**config.mk**
```make
export PLATFORM = sky130hd
export DESIGN_NAME = i2c_register_read_write_sequencer_flat
export DESIGN_NICKNAME = d
export VERILOG_FILES = /design/src/rtl/i2crw_pkg.sv /design/src/rtl/i2crw_if.sv /design/src/rtl/i2crw_wbuf.sv /design/src/rtl/i2c_register_read_write_sequencer.sv /design/src/flat_wrapper.sv
export SDC_FILE = /design/constraint.sdc
export NUM_CORES = 1
export LEC_CHECK = 0
export BUFFER_PORTS_ARGS = -buffer_cell sky130_fd_sc_hd__buf_4
export CAP_MARGIN = 30
export CELL_PAD_IN_SITES_DETAIL_PLACEMENT = 0
export CELL_PAD_IN_SITES_GLOBAL_PLACEMENT = 1
export CORE_UTILIZATION = 54
export DETAILED_ROUTE_END_ITERATION = 6
export PLACE_DENSITY_LB_ADDON = 0.1
export SLEW_MARGIN = 20
export SYNTH_ARGS = -nofsm -noshare
export SYNTH_HDL_FRONTEND = slang
export SYNTH_SLANG_ARGS = --single-unit
```
**constraint.sdc**
```tcl
create_clock -name clk -period 10.85 [get_ports clk]
set_clock_uncertainty 0.15 [all_clocks]
set_input_delay 0.5425 -clock clk [delete_from_list [all_inputs] [get_ports clk]]
set_output_delay 0.5425 -clock clk [all_outputs]
set_load 0.05 [all_outputs]
```
**src/rtl/i2crw_pkg.sv**
```systemverilog
// ----------------------------------------------------------------------------
// i2crw_pkg
// Types, codes and sizes shared by the I2C register read/write sequencer.
// ----------------------------------------------------------------------------
package i2crw_pkg;

    localparam int DEF_WRITE_DEPTH = 16;
    localparam int DEF_READ_DEPTH  = 16;

    localparam int CNT_W      = 5;   // write_count / read_count / positions
    localparam int STALL_W    = 17;
    localparam int TMO_W      = 16;
    localparam int CFG_IDX_W  = 2;
    localparam int CFG_DATA_W = 16;

    localparam logic [TMO_W-1:0] DEF_TIMEOUT = 16'd10000;

    // item modes
    localparam logic [1:0] MODE_POLL  = 2'd0;
    localparam logic [1:0] MODE_LOAD  = 2'd1;
    localparam logic [1:0] MODE_START = 2'd2;

    // configuration register indexes
    localparam logic [CFG_IDX_W-1:0] REG_SLAVE_ADDR  = 2'd0;
    localparam logic [CFG_IDX_W-1:0] REG_WRITE_COUNT = 2'd1;
    localparam logic [CFG_IDX_W-1:0] REG_READ_COUNT  = 2'd2;
    localparam logic [CFG_IDX_W-1:0] REG_TIMEOUT     = 2'd3;

    // flag clear codes
    localparam logic [1:0] FCLR_NONE = 2'd0;
    localparam logic [1:0] FCLR_NACK = 2'd1;
    localparam logic [1:0] FCLR_RX   = 2'd2;

    // result codes
    localparam logic [1:0] RES_OK      = 2'd0;
    localparam logic [1:0] RES_NACK    = 2'd1;
    localparam logic [1:0] RES_TIMEOUT = 2'd2;

    // phase codes as seen on the result word
    localparam logic [3:0] PHC_IDLE     = 4'd0;
    localparam logic [3:0] PHC_START    = 4'd1;
    localparam logic [3:0] PHC_WSTART   = 4'd2;
    localparam logic [3:0] PHC_SEND     = 4'd3;
    localparam logic [3:0] PHC_RESTART  = 4'd4;
    localparam logic [3:0] PHC_WRESTART = 4'd5;
    localparam logic [3:0] PHC_READ     = 4'd6;
    localparam logic [3:0] PHC_WSTOP    = 4'd7;
    localparam logic [3:0] PHC_DONE     = 4'd8;
    localparam logic [3:0] PHC_ERROR    = 4'd9;

    typedef enum logic [9:0] {
        PH_IDLE     = 10'b00_0000_0001,
        PH_START    = 10'b00_0000_0010,
        PH_WSTART   = 10'b00_0000_0100,
        PH_SEND     = 10'b00_0000_1000,
        PH_RESTART  = 10'b00_0001_0000,
        PH_WRESTART = 10'b00_0010_0000,
        PH_READ     = 10'b00_0100_0000,
        PH_WSTOP    = 10'b00_1000_0000,
        PH_DONE     = 10'b01_0000_0000,
        PH_ERROR    = 10'b10_0000_0000
    } phase_t;

    // result word minus tx_byte, which comes from the buffer read register
    typedef struct packed {
        logic       cmd_start;
        logic       cmd_stop;
        logic       transmit_dir;
        logic       tx_valid;
        logic       rx_valid;
        logic [3:0] rx_index;
        logic [7:0] rx_byte;
        logic [1:0] flag_clear;
        logic       reinit_controller;
        logic [3:0] phase;
        logic [1:0] result_code;
    } rsp_t;

    function automatic logic [3:0] phase_code(input phase_t p);
        logic [3:0] c;
        case (p)
            PH_IDLE:     c = PHC_IDLE;
            PH_START:    c = PHC_START;
            PH_WSTART:   c = PHC_WSTART;
            PH_SEND:     c = PHC_SEND;
            PH_RESTART:  c = PHC_RESTART;
            PH_WRESTART: c = PHC_WRESTART;
            PH_READ:     c = PHC_READ;
            PH_WSTOP:    c = PHC_WSTOP;
            PH_DONE:     c = PHC_DONE;
            PH_ERROR:    c = PHC_ERROR;
            default:     c = PHC_IDLE;
        endcase
        return c;
    endfunction

endpackage

```
**src/rtl/i2crw_if.sv**
```systemverilog
// ----------------------------------------------------------------------------
// i2crw_req_if / i2crw_rsp_if
// Valid/ready channels of the sequencer: poll/load/start words in, commands out.
// ----------------------------------------------------------------------------
interface i2crw_req_if;
    logic       valid;
    logic       ready;
    logic [1:0] mode;
    logic       stop_pending;
    logic       start_pending;
    logic       nack_seen;
    logic       tx_ready;
    logic       rx_ready;
    logic       bus_busy;
    logic [7:0] rx_data;
    logic [3:0] load_index;
    logic [7:0] load_byte;

    modport source (
        output valid, mode, stop_pending, start_pending, nack_seen, tx_ready,
               rx_ready, bus_busy, rx_data, load_index, load_byte,
        input  ready
    );
    modport sink (
        input  valid, mode, stop_pending, start_pending, nack_seen, tx_ready,
               rx_ready, bus_busy, rx_data, load_index, load_byte,
        output ready
    );
endinterface

interface i2crw_rsp_if;
    logic       valid;
    logic       ready;
    logic       cmd_start;
    logic       cmd_stop;
    logic       transmit_dir;
    logic       tx_valid;
    logic [7:0] tx_byte;
    logic       rx_valid;
    logic [3:0] rx_index;
    logic [7:0] rx_byte;
    logic [1:0] flag_clear;
    logic       reinit_controller;
    logic [3:0] phase;
    logic [1:0] result_code;

    modport source (
        output valid, cmd_start, cmd_stop, transmit_dir, tx_valid, tx_byte,
               rx_valid, rx_index, rx_byte, flag_clear, reinit_controller,
               phase, result_code,
        input  ready
    );
    modport sink (
        input  valid, cmd_start, cmd_stop, transmit_dir, tx_valid, tx_byte,
               rx_valid, rx_index, rx_byte, flag_clear, reinit_controller,
               phase, result_code,
        output ready
    );
endinterface

```
**src/rtl/i2crw_wbuf.sv**
```systemverilog
// ----------------------------------------------------------------------------
// i2crw_wbuf
// Transmit byte buffer: one write port, one registered read port.
// ----------------------------------------------------------------------------
module i2crw_wbuf
#(
    parameter int DEPTH = 16,
    parameter int AW    = (DEPTH > 1) ? $clog2(DEPTH) : 1
)
(
    input  logic          clk,
    input  logic          wr_en,
    input  logic [AW-1:0] wr_addr,
    input  logic [7:0]    wr_data,
    input  logic          rd_en,
    input  logic          rd_take,   // 0: load zero into the read register
    input  logic [AW-1:0] rd_addr,
    output logic [7:0]    rd_data
);

    logic [7:0] mem [DEPTH];
    logic [7:0] rd_data_reg;

    always_ff @(posedge clk)
    begin
        if (wr_en)
        begin
            mem[wr_addr] <= wr_data;
        end
    end

    always_ff @(posedge clk)
    begin
        if (rd_en)
        begin
            rd_data_reg <= rd_take ? mem[rd_addr] : 8'd0;
        end
    end

    assign rd_data = rd_data_reg;

endmodule

```
**src/rtl/i2c_register_read_write_sequencer.sv**
```systemverilog
// ----------------------------------------------------------------------------
// i2c_register_read_write_sequencer
// Polled I2C master sequencer: write buffered bytes, repeated start, read.
// ----------------------------------------------------------------------------
//  channel  dir  handshake          word
//  req      in   valid/ready        mode + controller status / buffer load
//  rsp      out  valid/ready        controller commands, phase, result code
//  cfg      in   cfg_we (no stall)  cfg_index, cfg_data
//
//  One word per clock unless rsp stalls. Each accepted word updates the
//  sequencer state and output register; rsp shows its result next cycle.
//  req.ready = !rsp.valid || rsp.ready, so the output register alone sets
//  back-pressure. tx_byte comes from the buffer's registered read port,
//  loaded in the same edge as the rest of the result.
//  Reset clears phase, counters, positions and result code; buffer contents
//  stay undefined until loaded.
// ----------------------------------------------------------------------------
module i2c_register_read_write_sequencer
    import i2crw_pkg::*;
#(
    parameter int WRITE_DEPTH = DEF_WRITE_DEPTH,
    parameter int READ_DEPTH  = DEF_READ_DEPTH
)
(
    input  logic                  clk,
    input  logic                  rst_n,
    input  logic                  cfg_we,
    input  logic [CFG_IDX_W-1:0]  cfg_index,
    input  logic [CFG_DATA_W-1:0] cfg_data,
    i2crw_req_if.sink             req,
    i2crw_rsp_if.source           rsp
);

    localparam int AW = (WRITE_DEPTH > 1) ? $clog2(WRITE_DEPTH) : 1;
    localparam logic [STALL_W-1:0] STALL_MAX = '1;

    // configuration; the target address only feeds the controller's address
    // lines, which sit outside this block, so no copy is kept here
    logic [CNT_W-1:0] write_count_reg;
    logic [CNT_W-1:0] read_count_reg;
    logic [TMO_W-1:0] timeout_reg;

    phase_t             phase_reg,       phase_next;
    logic               start_req_reg,   start_req_next;
    logic [STALL_W-1:0] stall_reg,       stall_next;
    logic [CNT_W-1:0]   wpos_reg,        wpos_next;
    logic [CNT_W-1:0]   rpos_reg,        rpos_next;
    logic [1:0]         result_reg,      result_next;
    logic               out_valid_reg;
    rsp_t               rsp_reg,         rsp_next;

    logic               in_fire;
    logic               tx_take;
    logic [CNT_W-1:0]   nw;
    logic [CNT_W-1:0]   nr;
    logic [STALL_W-1:0] stall_inc;
    logic [CNT_W-1:0]   rpos_inc;
    logic               buf_we;

    assign req.ready = !out_valid_reg || rsp.ready;
    assign in_fire   = req.valid && req.ready;

    assign nw = (write_count_reg > WRITE_DEPTH) ? CNT_W'(WRITE_DEPTH) : write_count_reg;
    assign nr = (read_count_reg > READ_DEPTH) ? CNT_W'(READ_DEPTH) : read_count_reg;

    assign stall_inc = (stall_reg == STALL_MAX) ? stall_reg : stall_reg + 1'b1;
    assign rpos_inc  = (rpos_reg == '1) ? rpos_reg : rpos_reg + 1'b1;

    assign buf_we = in_fire && (req.mode == MODE_LOAD) && (32'(req.load_index) < WRITE_DEPTH);

    always_ff @(posedge clk or negedge rst_n)
    begin
        if (!rst_n)
        begin
            write_count_reg <= '0;
            read_count_reg  <= '0;
            timeout_reg     <= DEF_TIMEOUT;
        end
        else if (cfg_we)
        begin
            case (cfg_index)
                REG_WRITE_COUNT: write_count_reg <= cfg_data[CNT_W-1:0];
                REG_READ_COUNT:  read_count_reg  <= cfg_data[CNT_W-1:0];
                REG_TIMEOUT:     timeout_reg     <= cfg_data[TMO_W-1:0];
                default:         ;
            endcase
        end
    end

    always_comb
    begin
        phase_next     = phase_reg;
        start_req_next = start_req_reg;
        stall_next     = stall_reg;
        wpos_next      = wpos_reg;
        rpos_next      = rpos_reg;
        result_next    = result_reg;
        tx_take        = 1'b0;
        rsp_next       = '0;

        case (req.mode)
            MODE_START:
            begin
                wpos_next      = '0;
                rpos_next      = '0;
                start_req_next = 1'b1;
                stall_next     = '0;
            end
            MODE_POLL:
            begin
                if (phase_reg == PH_IDLE || phase_reg == PH_DONE)
                begin
                    if (start_req_reg)
                    begin
                        phase_next     = PH_START;
                        start_req_next = 1'b0;
                        result_next    = RES_OK;
                    end
                end
                else if (phase_reg == PH_ERROR)
                begin
                    rsp_next.reinit_controller = 1'b1;
                    stall_next  = '0;
                    phase_next  = PH_IDLE;
                    result_next = RES_OK;
                end
                else
                begin
                    stall_next = stall_inc;
                    if (stall_inc > {1'b0, timeout_reg})
                    begin
                        phase_next  = PH_ERROR;
                        result_next = RES_TIMEOUT;
                    end
                    else
                    begin
                        case (phase_reg)
                            PH_START:
                            begin
                                if (!req.stop_pending)
                                begin
                                    rsp_next.cmd_start    = 1'b1;
                                    rsp_next.transmit_dir = (nw != '0);
                                    phase_next = PH_WSTART;
                                    stall_next = '0;
                                end
                            end
                            PH_WSTART:
                            begin
                                if (!req.start_pending)
                                begin
                                    if (nw != '0)
                                    begin
                                        phase_next = PH_SEND;
                                    end
                                    else if (nr != '0)
                                    begin
                                        phase_next = PH_RESTART;
                                    end
                                    else
                                    begin
                                        rsp_next.cmd_stop = 1'b1;
                                        phase_next = PH_WSTOP;
                                    end
                                    stall_next = '0;
                                end
                                // NACK wins over start completion
                                if (req.nack_seen)
                                begin
                                    rsp_next.flag_clear = FCLR_NACK;
                                    rsp_next.cmd_stop   = 1'b1;
                                    phase_next  = PH_DONE;
                                    result_next = RES_NACK;
                                end
                            end
                            PH_SEND:
                            begin
                                if (req.tx_ready)
                                begin
                                    if (wpos_reg < nw)
                                    begin
                                        rsp_next.tx_valid = 1'b1;
                                        tx_take   = 1'b1;
                                        wpos_next = wpos_reg + 1'b1;
                                    end
                                    else if (nr != '0)
                                    begin
                                        phase_next = PH_RESTART;
                                    end
                                    else
                                    begin
                                        rsp_next.cmd_stop = 1'b1;
                                        phase_next = PH_WSTOP;
                                    end
                                    stall_next = '0;
                                end
                            end
                            PH_RESTART:
                            begin
                                rsp_next.cmd_start  = 1'b1;
                                rsp_next.flag_clear = FCLR_RX;
                                // single-byte read: stop goes out with the restart
                                if (nr <= CNT_W'(1))
                                begin
                                    rsp_next.cmd_stop = 1'b1;
                                end
                                phase_next = PH_WRESTART;
                                stall_next = '0;
                            end
                            PH_WRESTART:
                            begin
                                if (!req.start_pending)
                                begin
                                    phase_next = (nr <= CNT_W'(1)) ? PH_WSTOP : PH_READ;
                                    stall_next = '0;
                                end
                            end
                            PH_READ:
                            begin
                                if (req.rx_ready)
                                begin
                                    rsp_next.rx_valid = 1'b1;
                                    rsp_next.rx_index = rpos_reg[3:0];
                                    rsp_next.rx_byte  = req.rx_data;
                                    rpos_next = rpos_inc;
                                    // stop before the last byte
                                    if ((CNT_W+1)'(rpos_inc) + 1'b1 >= (CNT_W+1)'(nr))
                                    begin
                                        rsp_next.cmd_stop = 1'b1;
                                        phase_next = PH_WSTOP;
                                    end
                                    stall_next = '0;
                                end
                            end
                            PH_WSTOP:
                            begin
                                if (!req.stop_pending && !req.bus_busy)
                                begin
                                    if (nr != '0)
                                    begin
                                        rsp_next.rx_valid = 1'b1;
                                        rsp_next.rx_index = rpos_reg[3:0];
                                        rsp_next.rx_byte  = req.rx_data;
                                    end
                                    phase_next  = PH_DONE;
                                    result_next = RES_OK;
                                end
                            end
                            default: ;
                        endcase
                    end
                end
            end
            default: ;   // buffer load or unused mode: commands stay zero
        endcase

        rsp_next.phase       = phase_code(phase_next);
        rsp_next.result_code = result_next;
    end

    always_ff @(posedge clk or negedge rst_n)
    begin
        if (!rst_n)
        begin
            phase_reg     <= PH_IDLE;
            start_req_reg <= 1'b0;
            stall_reg     <= '0;
            wpos_reg      <= '0;
            rpos_reg      <= '0;
            result_reg    <= RES_OK;
            out_valid_reg <= 1'b0;
        end
        else
        begin
            if (in_fire)
            begin
                phase_reg     <= phase_next;
                start_req_reg <= start_req_next;
                stall_reg     <= stall_next;
                wpos_reg      <= wpos_next;
                rpos_reg      <= rpos_next;
                result_reg    <= result_next;
                out_valid_reg <= 1'b1;
            end
            else if (rsp.ready)
            begin
                out_valid_reg <= 1'b0;
            end
        end
    end

    always_ff @(posedge clk)
    begin
        if (in_fire)
        begin
            rsp_reg <= rsp_next;
        end
    end

    i2crw_wbuf #(
        .DEPTH (WRITE_DEPTH),
        .AW    (AW)
    ) u_wbuf (
        .clk     (clk),
        .wr_en   (buf_we),
        .wr_addr (AW'(req.load_index)),
        .wr_data (req.load_byte),
        .rd_en   (in_fire),
        .rd_take (tx_take),
        .rd_addr (AW'(wpos_reg)),
        .rd_data (rsp.tx_byte)
    );

    assign rsp.valid             = out_valid_reg;
    assign rsp.cmd_start         = rsp_reg.cmd_start;
    assign rsp.cmd_stop          = rsp_reg.cmd_stop;
    assign rsp.transmit_dir      = rsp_reg.transmit_dir;
    assign rsp.tx_valid          = rsp_reg.tx_valid;
    assign rsp.rx_valid          = rsp_reg.rx_valid;
    assign rsp.rx_index          = rsp_reg.rx_index;
    assign rsp.rx_byte           = rsp_reg.rx_byte;
    assign rsp.flag_clear        = rsp_reg.flag_clear;
    assign rsp.reinit_controller = rsp_reg.reinit_controller;
    assign rsp.phase             = rsp_reg.phase;
    assign rsp.result_code       = rsp_reg.result_code;

    // every accepted word yields a result in the next cycle
    a_fire_to_rsp: assert property (@(posedge clk) disable iff (!rst_n)
        in_fire |=> rsp.valid)
        else $error("accepted word produced no result");

    a_phase_onehot: assert property (@(posedge clk) disable iff (!rst_n)
        $onehot(phase_reg))
        else $error("phase register not one-hot");

    a_tx_in_send: assert property (@(posedge clk) disable iff (!rst_n)
        rsp.valid && rsp.tx_valid |-> rsp.phase == PHC_SEND)
        else $error("transmit byte outside send phase");

    a_timeout_error: assert property (@(posedge clk) disable iff (!rst_n)
        rsp.valid && rsp.result_code == RES_TIMEOUT |-> rsp.phase == PHC_ERROR)
        else $error("timeout code outside error phase");

    a_wpos_bound: assert property (@(posedge clk) disable iff (!rst_n)
        in_fire && tx_take |=> wpos_reg <= nw)
        else $error("write position ran past write count");

endmodule

```
**src/flat_wrapper.sv**
```systemverilog
// flat-port wrapper written by rule: the top's interface ports become plain ports
module i2c_register_read_write_sequencer_flat import i2crw_pkg::*;
#(
    parameter int WRITE_DEPTH = DEF_WRITE_DEPTH,
    parameter int READ_DEPTH  = DEF_READ_DEPTH
)
  (clk, rst_n, cfg_we, cfg_index, cfg_data, req_valid, req_mode, req_stop_pending, req_start_pending, req_nack_seen, req_tx_ready, req_rx_ready, req_bus_busy, req_rx_data, req_load_index, req_load_byte, req_ready, rsp_valid, rsp_cmd_start, rsp_cmd_stop, rsp_transmit_dir, rsp_tx_valid, rsp_tx_byte, rsp_rx_valid, rsp_rx_index, rsp_rx_byte, rsp_flag_clear, rsp_reinit_controller, rsp_phase, rsp_result_code, rsp_ready);
  i2crw_req_if req_i ();
  i2crw_rsp_if rsp_i ();
  input  logic clk;
  input  logic rst_n;
  input  logic cfg_we;
  input  logic [CFG_IDX_W-1:0] cfg_index;
  input  logic [CFG_DATA_W-1:0] cfg_data;
  input wire logic [$bits(req_i.valid)-1:0] req_valid;
  input wire logic [$bits(req_i.mode)-1:0] req_mode;
  input wire logic [$bits(req_i.stop_pending)-1:0] req_stop_pending;
  input wire logic [$bits(req_i.start_pending)-1:0] req_start_pending;
  input wire logic [$bits(req_i.nack_seen)-1:0] req_nack_seen;
  input wire logic [$bits(req_i.tx_ready)-1:0] req_tx_ready;
  input wire logic [$bits(req_i.rx_ready)-1:0] req_rx_ready;
  input wire logic [$bits(req_i.bus_busy)-1:0] req_bus_busy;
  input wire logic [$bits(req_i.rx_data)-1:0] req_rx_data;
  input wire logic [$bits(req_i.load_index)-1:0] req_load_index;
  input wire logic [$bits(req_i.load_byte)-1:0] req_load_byte;
  output wire logic [$bits(req_i.ready)-1:0] req_ready;
  output wire logic [$bits(rsp_i.valid)-1:0] rsp_valid;
  output wire logic [$bits(rsp_i.cmd_start)-1:0] rsp_cmd_start;
  output wire logic [$bits(rsp_i.cmd_stop)-1:0] rsp_cmd_stop;
  output wire logic [$bits(rsp_i.transmit_dir)-1:0] rsp_transmit_dir;
  output wire logic [$bits(rsp_i.tx_valid)-1:0] rsp_tx_valid;
  output wire logic [$bits(rsp_i.tx_byte)-1:0] rsp_tx_byte;
  output wire logic [$bits(rsp_i.rx_valid)-1:0] rsp_rx_valid;
  output wire logic [$bits(rsp_i.rx_index)-1:0] rsp_rx_index;
  output wire logic [$bits(rsp_i.rx_byte)-1:0] rsp_rx_byte;
  output wire logic [$bits(rsp_i.flag_clear)-1:0] rsp_flag_clear;
  output wire logic [$bits(rsp_i.reinit_controller)-1:0] rsp_reinit_controller;
  output wire logic [$bits(rsp_i.phase)-1:0] rsp_phase;
  output wire logic [$bits(rsp_i.result_code)-1:0] rsp_result_code;
  input wire logic [$bits(rsp_i.ready)-1:0] rsp_ready;
  assign req_i.valid = req_valid;
  assign req_i.mode = req_mode;
  assign req_i.stop_pending = req_stop_pending;
  assign req_i.start_pending = req_start_pending;
  assign req_i.nack_seen = req_nack_seen;
  assign req_i.tx_ready = req_tx_ready;
  assign req_i.rx_ready = req_rx_ready;
  assign req_i.bus_busy = req_bus_busy;
  assign req_i.rx_data = req_rx_data;
  assign req_i.load_index = req_load_index;
  assign req_i.load_byte = req_load_byte;
  assign req_ready = req_i.ready;
  assign rsp_valid = rsp_i.valid;
  assign rsp_cmd_start = rsp_i.cmd_start;
  assign rsp_cmd_stop = rsp_i.cmd_stop;
  assign rsp_transmit_dir = rsp_i.transmit_dir;
  assign rsp_tx_valid = rsp_i.tx_valid;
  assign rsp_tx_byte = rsp_i.tx_byte;
  assign rsp_rx_valid = rsp_i.rx_valid;
  assign rsp_rx_index = rsp_i.rx_index;
  assign rsp_rx_byte = rsp_i.rx_byte;
  assign rsp_flag_clear = rsp_i.flag_clear;
  assign rsp_reinit_controller = rsp_i.reinit_controller;
  assign rsp_phase = rsp_i.phase;
  assign rsp_result_code = rsp_i.result_code;
  assign rsp_i.ready = rsp_ready;
  i2c_register_read_write_sequencer #(.WRITE_DEPTH(WRITE_DEPTH), .READ_DEPTH(READ_DEPTH)) u_core (.clk(clk), .rst_n(rst_n), .cfg_we(cfg_we), .cfg_index(cfg_index), .cfg_data(cfg_data), .req(req_i), .rsp(rsp_i));
endmodule
```
==> reports/qor.log, run 1 <==
qor: detailed_routing.drt.antenna.violating_nets 0
qor: flow_run.cap_violations 0
qor: critical_path.endpoint_kind flop
qor: synthesis.synth_top_area_share 43.9%
qor: final_layout.antenna-diode-count 0
qor: timing.setup_repair_after_global_routing_missed_its_margin false
qor: synthesis.ys_top_cells_by_area sky130_fd_sc_hd__edfxtp_1 (44%), sky130_fd_sc_hd__dfrtp_1 (14%), sky130_fd_sc_hd__mux4_2 (8.1%)
qor: clock_tree.h-tree-depth 1
qor: timing.max_clock_freq 175 MHz
qor: synthesis.basic_gate_share_of_the_synthesized_area_counting_and_or_nand_and_nor_cells 13.1%
qor: critical_path.cp-startpoint u_core.stall_reg[0]
qor: detailed_routing.route.detailed.vias_per_inst 5.88
qor: critical_path.r2r_end u_core.rsp.phase[2]
qor: timing.worst_slew_margin_rel 37.9%
qor: placed_design.place.gp.congestion 0.896
qor: global_route.grt_remaining_overflow 0
qor: clock_tree.post_cts_resized 0
qor: placed_design.detailedPlacementHpwl 17300 µm
qor: timing.setup_tns 0 ns
qor: global_route.grt_max_degree 68
qor: worst_hold_path.worst_hold_path.num_cells 2
qor: global_route.grt_pass1_wl 39400 µm
qor: timing.layout_worst_path_cycle_share 52.7%
qor: floorplan.die_area 21100 µm²
qor: power_and_ir_drop.static-leakage-power 0.00487 µW
qor: global_route.overall_fraction_of_global_route_tracks_in_use 24.0%
qor: critical_path.element_type_at_the_critical_path_start flop
qor: final_layout.areaGrowthSynthToFinish 15.5%
qor: timing.hold_viol_final 0
qor: final_layout.nets 1011
qor: critical_path.worstRegToRegCells 19
qor: synthesis.yosys.area_share.adder 3.39%
qor: synthesis.synth-xor-area-share 2.06%
qor: critical_path.dominant_cell_type_by_count_on_the_critical_path sky130_fd_sc_hd__nand3_1
qor: synthesis.count_of_flip_flops_with_a_built_in_enable_after_synthesis 162
qor: detailed_routing.drt-pass1-iter-count 6
qor: worst_hold_path.hp-class primary input to flop
qor: synthesis.combinational_family_with_the_most_area_after_synthesis simple AND/OR/NAND/NOR gates
qor: final_layout.largest_register_ffs 128
qor: timing.setup-violations-final 0
qor: synthesis.synth_compound_area_share 8.57%
qor: clock_tree.clock_path_buffers 3
qor: clock_tree.cts_inserted_buffers 25
qor: final_layout.final_layout_size_suffix_gt1_share 23.9%
qor: floorplan.floorplan_die_width 145 µm
qor: critical_path.worst_ep_required_time 11.06 ns
qor: critical_path.worst_path_max_delay_cell sky130_fd_sc_hd__o31ai_1
qor: critical_path.critical_path.endpoint u_core.rsp.phase[2]
qor: detailed_routing.drc 0
qor: detailed_routing.detail_route.iter0.violations 559
qor: final_layout.most-common-layout-cells sky130_fd_sc_hd__edfxtp_1 (162), sky130_fd_sc_hd__buf_4 (97), sky130_fd_sc_hd__nand2_1 (87)
qor: power_and_ir_drop.ir_drop 0.144 mV
qor: synthesis.yosysWarnings 0
qor: critical_path.crit_path_max_incr_delay 0.53 ns
qor: synthesis.synth-seq-cells 229
qor: clock_tree.tritoncts built
qor: final_layout.filler_cell_count 1556
qor: global_route.grt_antenna_before_repair 0
qor: synthesis.synth.mux.area_fraction 11.1%
qor: floorplan.start_util 54.9%
qor: power_and_ir_drop.power-per-cell-area 174 nW/µm²
qor: timing.final-max-slew-violation-count 0
qor: synthesis.netlist_instances 841
qor: critical_path.worstPathCellList ha_1 > nand3_1 > nor4_1 > and4_1 > and2_0 > nor3_1 > nand3_1 > xnor2_1 > ha_1 > a21oi_1 > o21ai_0 > a211oi_1 > a31o_2 > nand3_1 > o31ai_1 > a31oi_4 > xnor2_1 > a211o_1 > a211oi_2
qor: synthesis.synth-async-reset-ratio 29.3%
qor: synthesis.yosys.cell_types.count 69
qor: synthesis.synth_top_flop_cell sky130_fd_sc_hd__edfxtp_1
qor: placed_design.number_of_input_and_output_port_buffers_inserted 86
qor: synthesis.synth_largest_area_cell sky130_fd_sc_hd__edfxtp_1
qor: global_route.first_global_vias 7287
qor: floorplan.core 20200 µm²
qor: critical_path.crit_fanout 11
qor: clock_tree.sinks_on_clock_net 229
qor: synthesis.syn_area_per_cell 13.2 µm²
qor: critical_path.timing.critical_path.arrival 5.92 ns
qor: detailed_routing.vias 7152
qor: critical_path.reg2reg_slack 5.14 ns
qor: synthesis.synth_area 11100 µm²
qor: power_and_ir_drop.post-layout-total-power 2220 µW
qor: timing.worst_pin_slew 0.928 ns
qor: clock_tree.insertion_delay 0.52 ns
qor: worst_hold_path.worst_hold_startpoint req_valid
qor: detailed_routing.wl 24400 µm
qor: floorplan.placementRows 52
qor: run_status.status finished clean
qor: critical_path.path_depth 19
qor: floorplan.die_y 145 µm
qor: detailed_routing.post_drt_wl_per_cell 20.1 µm
qor: synthesis.synth.net_count 922
qor: critical_path.critical_path.reg2reg.startpoint u_core.stall_reg[0]
qor: critical_path.crit_buf_inv 0
qor: floorplan.top_level_ports 87
qor: synthesis.seq_area_frac_synth 59.1%
qor: timing.final_critical_path_time_including_i_o_delays_and_setup 5.71 ns
qor: clock_tree.cts-root-buf sky130_fd_sc_hd__clkbuf_16
qor: critical_path.kind_of_cell_adding_the_most_delay_to_the_critical_path compound AO/OA/AOI/OAI gates
qor: final_layout.most_common_library_cell_in_the_layout_ignoring_fill_and_taps sky130_fd_sc_hd__edfxtp_1
qor: clock_tree.cts.clk_slew.worst_paths 0.06 ns
qor: critical_path.timing_worst_setup_path_type flop to flop
[how the worst min path moves through the flow]
| stage | end | slack, ns |
|---|---|---|
| floorplan | u_core.phase_reg[1] | 0.1 |
| finish | u_core.rsp.valid | 0.08 |
| global placement | u_core.result_reg[0] | 0.32 |
| detailed placement | u_core.result_reg[0] | 0.32 |
| global route | u_core.rsp.valid | 0.07 |
| CTS | u_core.result_reg[0] | 0.06 |
[final cells by class]
class	count	area (µm²)	share of cell area [%]
Clock buffer	32	662	5.18
Clock inverter	11	120	0.939
Multi-Input combinational cell	546	4240	33.2
Timing Repair Buffer	99	766	5.99
Inverter	29	109	0.851
Tap cell	270	338	2.64
Sequential cell	229	6550	51.2
[worst register-to-register path, cell delays in order, from the launching register on]
cell and delay (ns):
sky130_fd_sc_hd__dfrtp_1 0.43, sky130_fd_sc_hd__ha_1 0.24, sky130_fd_sc_hd__nand3_1 0.17, sky130_fd_sc_hd__nor4_1 0.09
sky130_fd_sc_hd__and4_1 0.25, sky130_fd_sc_hd__and2_0 0.25, sky130_fd_sc_hd__nor3_1 0.50, sky130_fd_sc_hd__nand3_1 0.23
sky130_fd_sc_hd__xnor2_1 0.18, sky130_fd_sc_hd__ha_1 0.33, sky130_fd_sc_hd__a21oi_1 0.14, sky130_fd_sc_hd__o21ai_0 0.10
sky130_fd_sc_hd__a211oi_1 0.48, sky130_fd_sc_hd__a31o_2 0.28, sky130_fd_sc_hd__nand3_1 0.38, sky130_fd_sc_hd__o31ai_1 0.53
sky130_fd_sc_hd__a31oi_4 0.12, sky130_fd_sc_hd__xnor2_1 0.19, sky130_fd_sc_hd__a211o_1 0.32, sky130_fd_sc_hd__a211oi_2 0.22
[synth_stat cells (3+ instances only)]
| library cell | n |
|---|---|
| sky130_fd_sc_hd__edfxtp_1 | 162 |
| sky130_fd_sc_hd__nand2_1 | 87 |
| sky130_fd_sc_hd__dfrtp_1 | 61 |
| sky130_fd_sc_hd__nor2_1 | 51 |
| sky130_fd_sc_hd__o21ai_0 | 43 |
| sky130_fd_sc_hd__mux4_2 | 40 |
| sky130_fd_sc_hd__ha_1 | 30 |
| sky130_fd_sc_hd__inv_1 | 29 |
| sky130_fd_sc_hd__mux2_2 | 26 |
| sky130_fd_sc_hd__a21oi_1 | 23 |
| sky130_fd_sc_hd__clkbuf_1 | 23 |
| sky130_fd_sc_hd__nor3_1 | 21 |
| sky130_fd_sc_hd__nor2b_1 | 18 |
| sky130_fd_sc_hd__nand3_1 | 16 |
| sky130_fd_sc_hd__and2_1 | 15 |
| sky130_fd_sc_hd__nand4_1 | 15 |
| sky130_fd_sc_hd__xnor2_1 | 14 |
| sky130_fd_sc_hd__nand2b_1 | 12 |
| sky130_fd_sc_hd__xor2_1 | 12 |
| sky130_fd_sc_hd__o31ai_1 | 11 |
| sky130_fd_sc_hd__a31oi_1 | 8 |
| sky130_fd_sc_hd__a211oi_1 | 7 |
| sky130_fd_sc_hd__o21a_1 | 7 |
| sky130_fd_sc_hd__and4_1 | 6 |
| sky130_fd_sc_hd__dfstp_2 | 6 |
| sky130_fd_sc_hd__and3_1 | 5 |
| sky130_fd_sc_hd__buf_1 | 5 |
| sky130_fd_sc_hd__buf_2 | 5 |
| sky130_fd_sc_hd__nand3b_1 | 5 |
| sky130_fd_sc_hd__nor3b_1 | 5 |
| sky130_fd_sc_hd__a21o_1 | 4 |
| sky130_fd_sc_hd__buf_6 | 4 |
| sky130_fd_sc_hd__mux2i_1 | 4 |
| sky130_fd_sc_hd__nor4b_1 | 4 |
| sky130_fd_sc_hd__or2_2 | 4 |
| sky130_fd_sc_hd__a211o_1 | 3 |
| sky130_fd_sc_hd__nor4_1 | 3 |
| sky130_fd_sc_hd__o22a_1 | 3 |
| sky130_fd_sc_hd__or3_1 | 3 |
| sky130_fd_sc_hd__or4_1 | 3 |
[layer usage]
layer,vias to the layer above,part of all wire [%],GRT usage [%]
met2,247,49,40.3
met4,0,2.6,7.89
met3,49,5.7,3.46
met1,3489,43,32.2
met5,-,0,0
li1,3367,-,-
[logic make-up after synthesis]
logic type	count (synthesis)
muxes	70
AOI/OAI and AO/OA	138
buffers and inverters	66
and+or+nand+nor	282
xor gates and xnor gates	26
DFF	229
adders and majority gates	30
[repair_timing]
| action | in CTS | in global routing |
|---|---|---|
| endpoints found under the hold margin | 0 | 13 |
| hold buffers | 0 | 1 |
| buffers inserted | 0 | 0 |
[power by group]
part / switching (µW) / leakage, µW / internal, µW / total (µW)
combinational: 215 / 0.00216 / 163 / 378
clock: 331 / 0.000372 / 479 / 810
sequential: 51.4 / 0.00234 / 983 / 1030
[stage by stage]
step	cell area, µm²	util (%)	setup WS (ns)	hold WS (ns)	instances
final	12800	63.4	5.14	0.0757	1216
after global routing	12800	63.4	4.74	0.0743	1216
after CTS	12700	63.2	5.11	0.0607	1212
after detailed placement	12000	59.3	5.15	0.317	1169
after global placement	11900	59.2	5.30	0.316	1168
after floorplan	11100	-	6.34	0.0969	841
No activity file was read; power rests on OpenSTA's default activity.
==> run 2: changes to the inputs <==
- CORE_UTILIZATION: 54 -> 45
- clock period: 10.85 -> 5.15 ns (I/O delays scaled with it)
==> run 2 against run 1 <==
  * Die area increased by 20%
  * Clock-buffer cell count decreased by 3
  * Combinational power increased by 130%
  * Routed wire length increased by 5.9%
==> reports/qor.log, run 2 (synthesis gave the netlist of run 1 again) <==
qor: timing.layout_worst_path_cycle_share 93.6% [+41 points]
qor: final_layout.final_layout_size_suffix_gt1_share 25.3% [+1.4 points]
qor: critical_path.crit_buf_inv 1 [+1]
qor: floorplan.die_y 159 µm [+9.4%]
qor: clock_tree.insertion_delay 0.53 ns [about the same]
qor: worst_hold_path.hp-class primary input to async pin
qor: timing.worst_slew_margin_rel 36.4% [-1.5 points]
qor: placed_design.number_of_input_and_output_port_buffers_inserted 86 [unchanged]
qor: global_route.grt_pass1_wl 41300 µm [+4.8%]
qor: flow_run.cap_violations 0 [unchanged]
qor: global_route.grt.busiest_layer met2
qor: timing.final_critical_path_time_including_i_o_delays_and_setup 4.82 ns [-0.891 ns]
qor: final_layout.most_common_library_cell_in_the_layout_ignoring_fill_and_taps sky130_fd_sc_hd__edfxtp_1
qor: final_layout.antenna-diode-count 0 [unchanged]
qor: power_and_ir_drop.static-leakage-power 0.00519 µW [+6.4%]
qor: power_and_ir_drop.ir_drop 0.272 mV [+89%]
qor: detailed_routing.drt-pass1-iter-count 5 [-1]
qor: critical_path.endpoint_kind flop
qor: final_layout.areaGrowthSynthToFinish 22.5%
qor: global_route.grt_remaining_overflow 0 [unchanged]
qor: global_route.grt_max_degree 68 [unchanged]
qor: global_route.global_route.usage.met3 3.21% [-0.25 points]
qor: timing.worst_pin_slew 0.949 ns [+0.0210 ns]
qor: run_status.status finished clean
qor: floorplan.placementRows 57 [+9.6%]
qor: detailed_routing.post_drt_wl_per_cell 19.6 µm [-2.5%]
qor: timing.timing.final.ws_setup 0.328 ns [-4.81 ns]
qor: clock_tree.h-tree-depth 1 [unchanged]
qor: critical_path.worst_path_max_delay_cell sky130_fd_sc_hd__dfrtp_1
qor: placed_design.detailedPlacementHpwl 18000 µm [+4.2%]
qor: clock_tree.clock_path_buffers 3 [unchanged]
qor: final_layout.largest_register_ffs 128 [unchanged]
qor: final_layout.nets 1058 [+4.6%]
qor: placed_design.worst_slack_at_placement -0.0547 ns [-5.21 ns]
qor: placed_design.place.gp.congestion 0.887 [-1.0%]
qor: clock_tree.cts-root-buf sky130_fd_sc_hd__clkbuf_16
qor: critical_path.kind_of_cell_adding_the_most_delay_to_the_critical_path compound AO/OA/AOI/OAI gates
qor: detailed_routing.detail_route.iter0.violations 459 [-18%]
qor: global_route.first_global_vias 7454 [+2.3%]
qor: global_route.globalRouteMet1Util 27.9% [-4.4 points]
qor: critical_path.worstPathCellList ha_1 > nand3_2 > nor4_2 > and4_1 > and2_0 > buf_4 > or3_1 > xnor2_1 > ha_1 > a21oi_1 > o21ai_0 > a211oi_1 > a31o_2 > nand3_2 > o31ai_2 > a31oi_4 > xnor2_1 > a211o_1 > a211oi_2
qor: global_route.grt_antenna_before_repair 0 [unchanged]
qor: floorplan.start_util 45.7% [-9.2 points]
qor: power_and_ir_drop.power-per-cell-area 379 nW/µm² [+120%]
qor: critical_path.crit_fanout 9 [-2]
qor: critical_path.element_type_at_the_critical_path_start flop
qor: detailed_routing.route.detailed.vias_per_inst 5.53 [-6.0%]
qor: detailed_routing.drt.antenna.violating_nets 0 [unchanged]
qor: critical_path.crit_path_max_incr_delay 0.44 ns [-0.09 ns]
qor: detailed_routing.vias 7305 [+2.1%]
qor: critical_path.timing.critical_path.arrival 5.04 ns [-0.88 ns]
qor: final_layout.filler_cell_count 2017 [+30%]
qor: timing.final-max-slew-violation-count 0 [unchanged]
qor: critical_path.worst_ep_required_time 5.37 ns [-5.69 ns]
qor: timing.max_clock_freq 207 MHz [+18%]
qor: floorplan.floorplan_die_width 159 µm [+9.4%]
qor: timing.hold_ws 0.000866 ns [-0.0749 ns]
qor: global_route.gr-usage-met2 35.4% [-4.9 points]
qor: critical_path.timing_worst_setup_path_type flop to flop
qor: floorplan.top_level_ports 87 [unchanged]
qor: clock_tree.cts.clk_slew.worst_paths 0.06 ns [about the same]
qor: detailed_routing.drc 0 [unchanged]
qor: clock_tree.cts_inserted_buffers 26 [+4.0%]
qor: timing.setup_repair_after_global_routing_missed_its_margin false
qor: clock_tree.sinks_on_clock_net 229 [unchanged]
qor: floorplan.core 24200 µm² [+20%]
qor: clock_tree.tritoncts built
qor: final_layout.most-common-layout-cells sky130_fd_sc_hd__edfxtp_1 (162), sky130_fd_sc_hd__buf_4 (104), sky130_fd_sc_hd__nand2_1 (87)
qor: timing.setup-violations-final 0 [unchanged]
qor: global_route.overall_fraction_of_global_route_tracks_in_use 21.0% [-3.0 points]
qor: detailed_routing.wl 25800 µm [+5.9%]
qor: floorplan.die_area 25200 µm² [+20%]
qor: timing.hold_viol_final 0 [unchanged]
## run 2: changes by cell type in the layout (fill, tap and decap cells not counted), moves of 4 or more
cell                            before  now
sky130_fd_sc_hd__dlygate4sd3_1       1   40
sky130_fd_sc_hd__buf_4              97  104
sky130_fd_sc_hd__bufinv_16           2    8
sky130_fd_sc_hd__clkbuf_1            6    2
## run 2: final cells by class
class | instances | area [µm²] | area share [%]
flip-flops and latches | 229 | 6550 | 48.3
multi-input cells | 546 | 4300 | 31.7
repair buffers | 145 | 1210 | 8.91
clock buffers | 29 | 683 | 5.04
well taps | 324 | 405 | 2.99
clock inverters | 19 | 313 | 2.31
inverters | 29 | 109 | 0.802
## run 2: path summary, 6_finish.rpt
kind                                       from                       to  slack (ns)  cells after the start
hold / removal                            rst_n      u_core.stall_reg[3]      0.0009                      2
min in group clk              req_load_index[1]  u_core.u_wbuf.mem[8][5]        0.05                      2
max in group asynchronous                 rst_n      u_core.phase_reg[0]        4.25                      3
setup / recovery            u_core.stall_reg[0]      u_core.rsp.phase[2]        0.33                     19
setup reg to reg            u_core.stall_reg[0]      u_core.rsp.phase[2]        0.33                     19
hold reg to reg            u_core.result_reg[0]     u_core.result_reg[0]        0.33                      2
## run 2: power by group
part / switching [µW] / internal [µW] / leakage [µW]
Sequential: 88.7 / 2070 / 0.00234
Clock: 755 / 1360 / 0.000479
Combinational: 488 / 374 / 0.00236
Total: 1330 / 3810 / 0.00519
## run 2: layer usage
layer | routed length, µm | share of wire (%)
met1 | 11200 | 43
met2 | 12700 | 49
met3 | 1250 | 4.8
met4 | 636 | 2.5
met5 | 0 | 0
## run 2: repair_timing
action,4_1_cts,5_1_grt
hold buffers,40,0
hold endpoints to repair,233,0
buffers inserted,0,0
pin swaps,0,2
gates resized for setup,1,10
setup endpoints to repair,1,27
## run 2: metrics by stage
step	instances	cell area [µm²]	power [µW]	utilization, %	TNS, ns
6_report	1321	13600	5140	55.9	0
5_1_grt	1321	13600	5350	55.9	0
4_1_cts	1319	13500	5170	55.6	0
3_5_place_dp	1231	12100	3030	49.8	-0.0547
3_3_place_gp	1231	12100	3010	49.8	0
2_1_floorplan	841	11100	2770	-	0
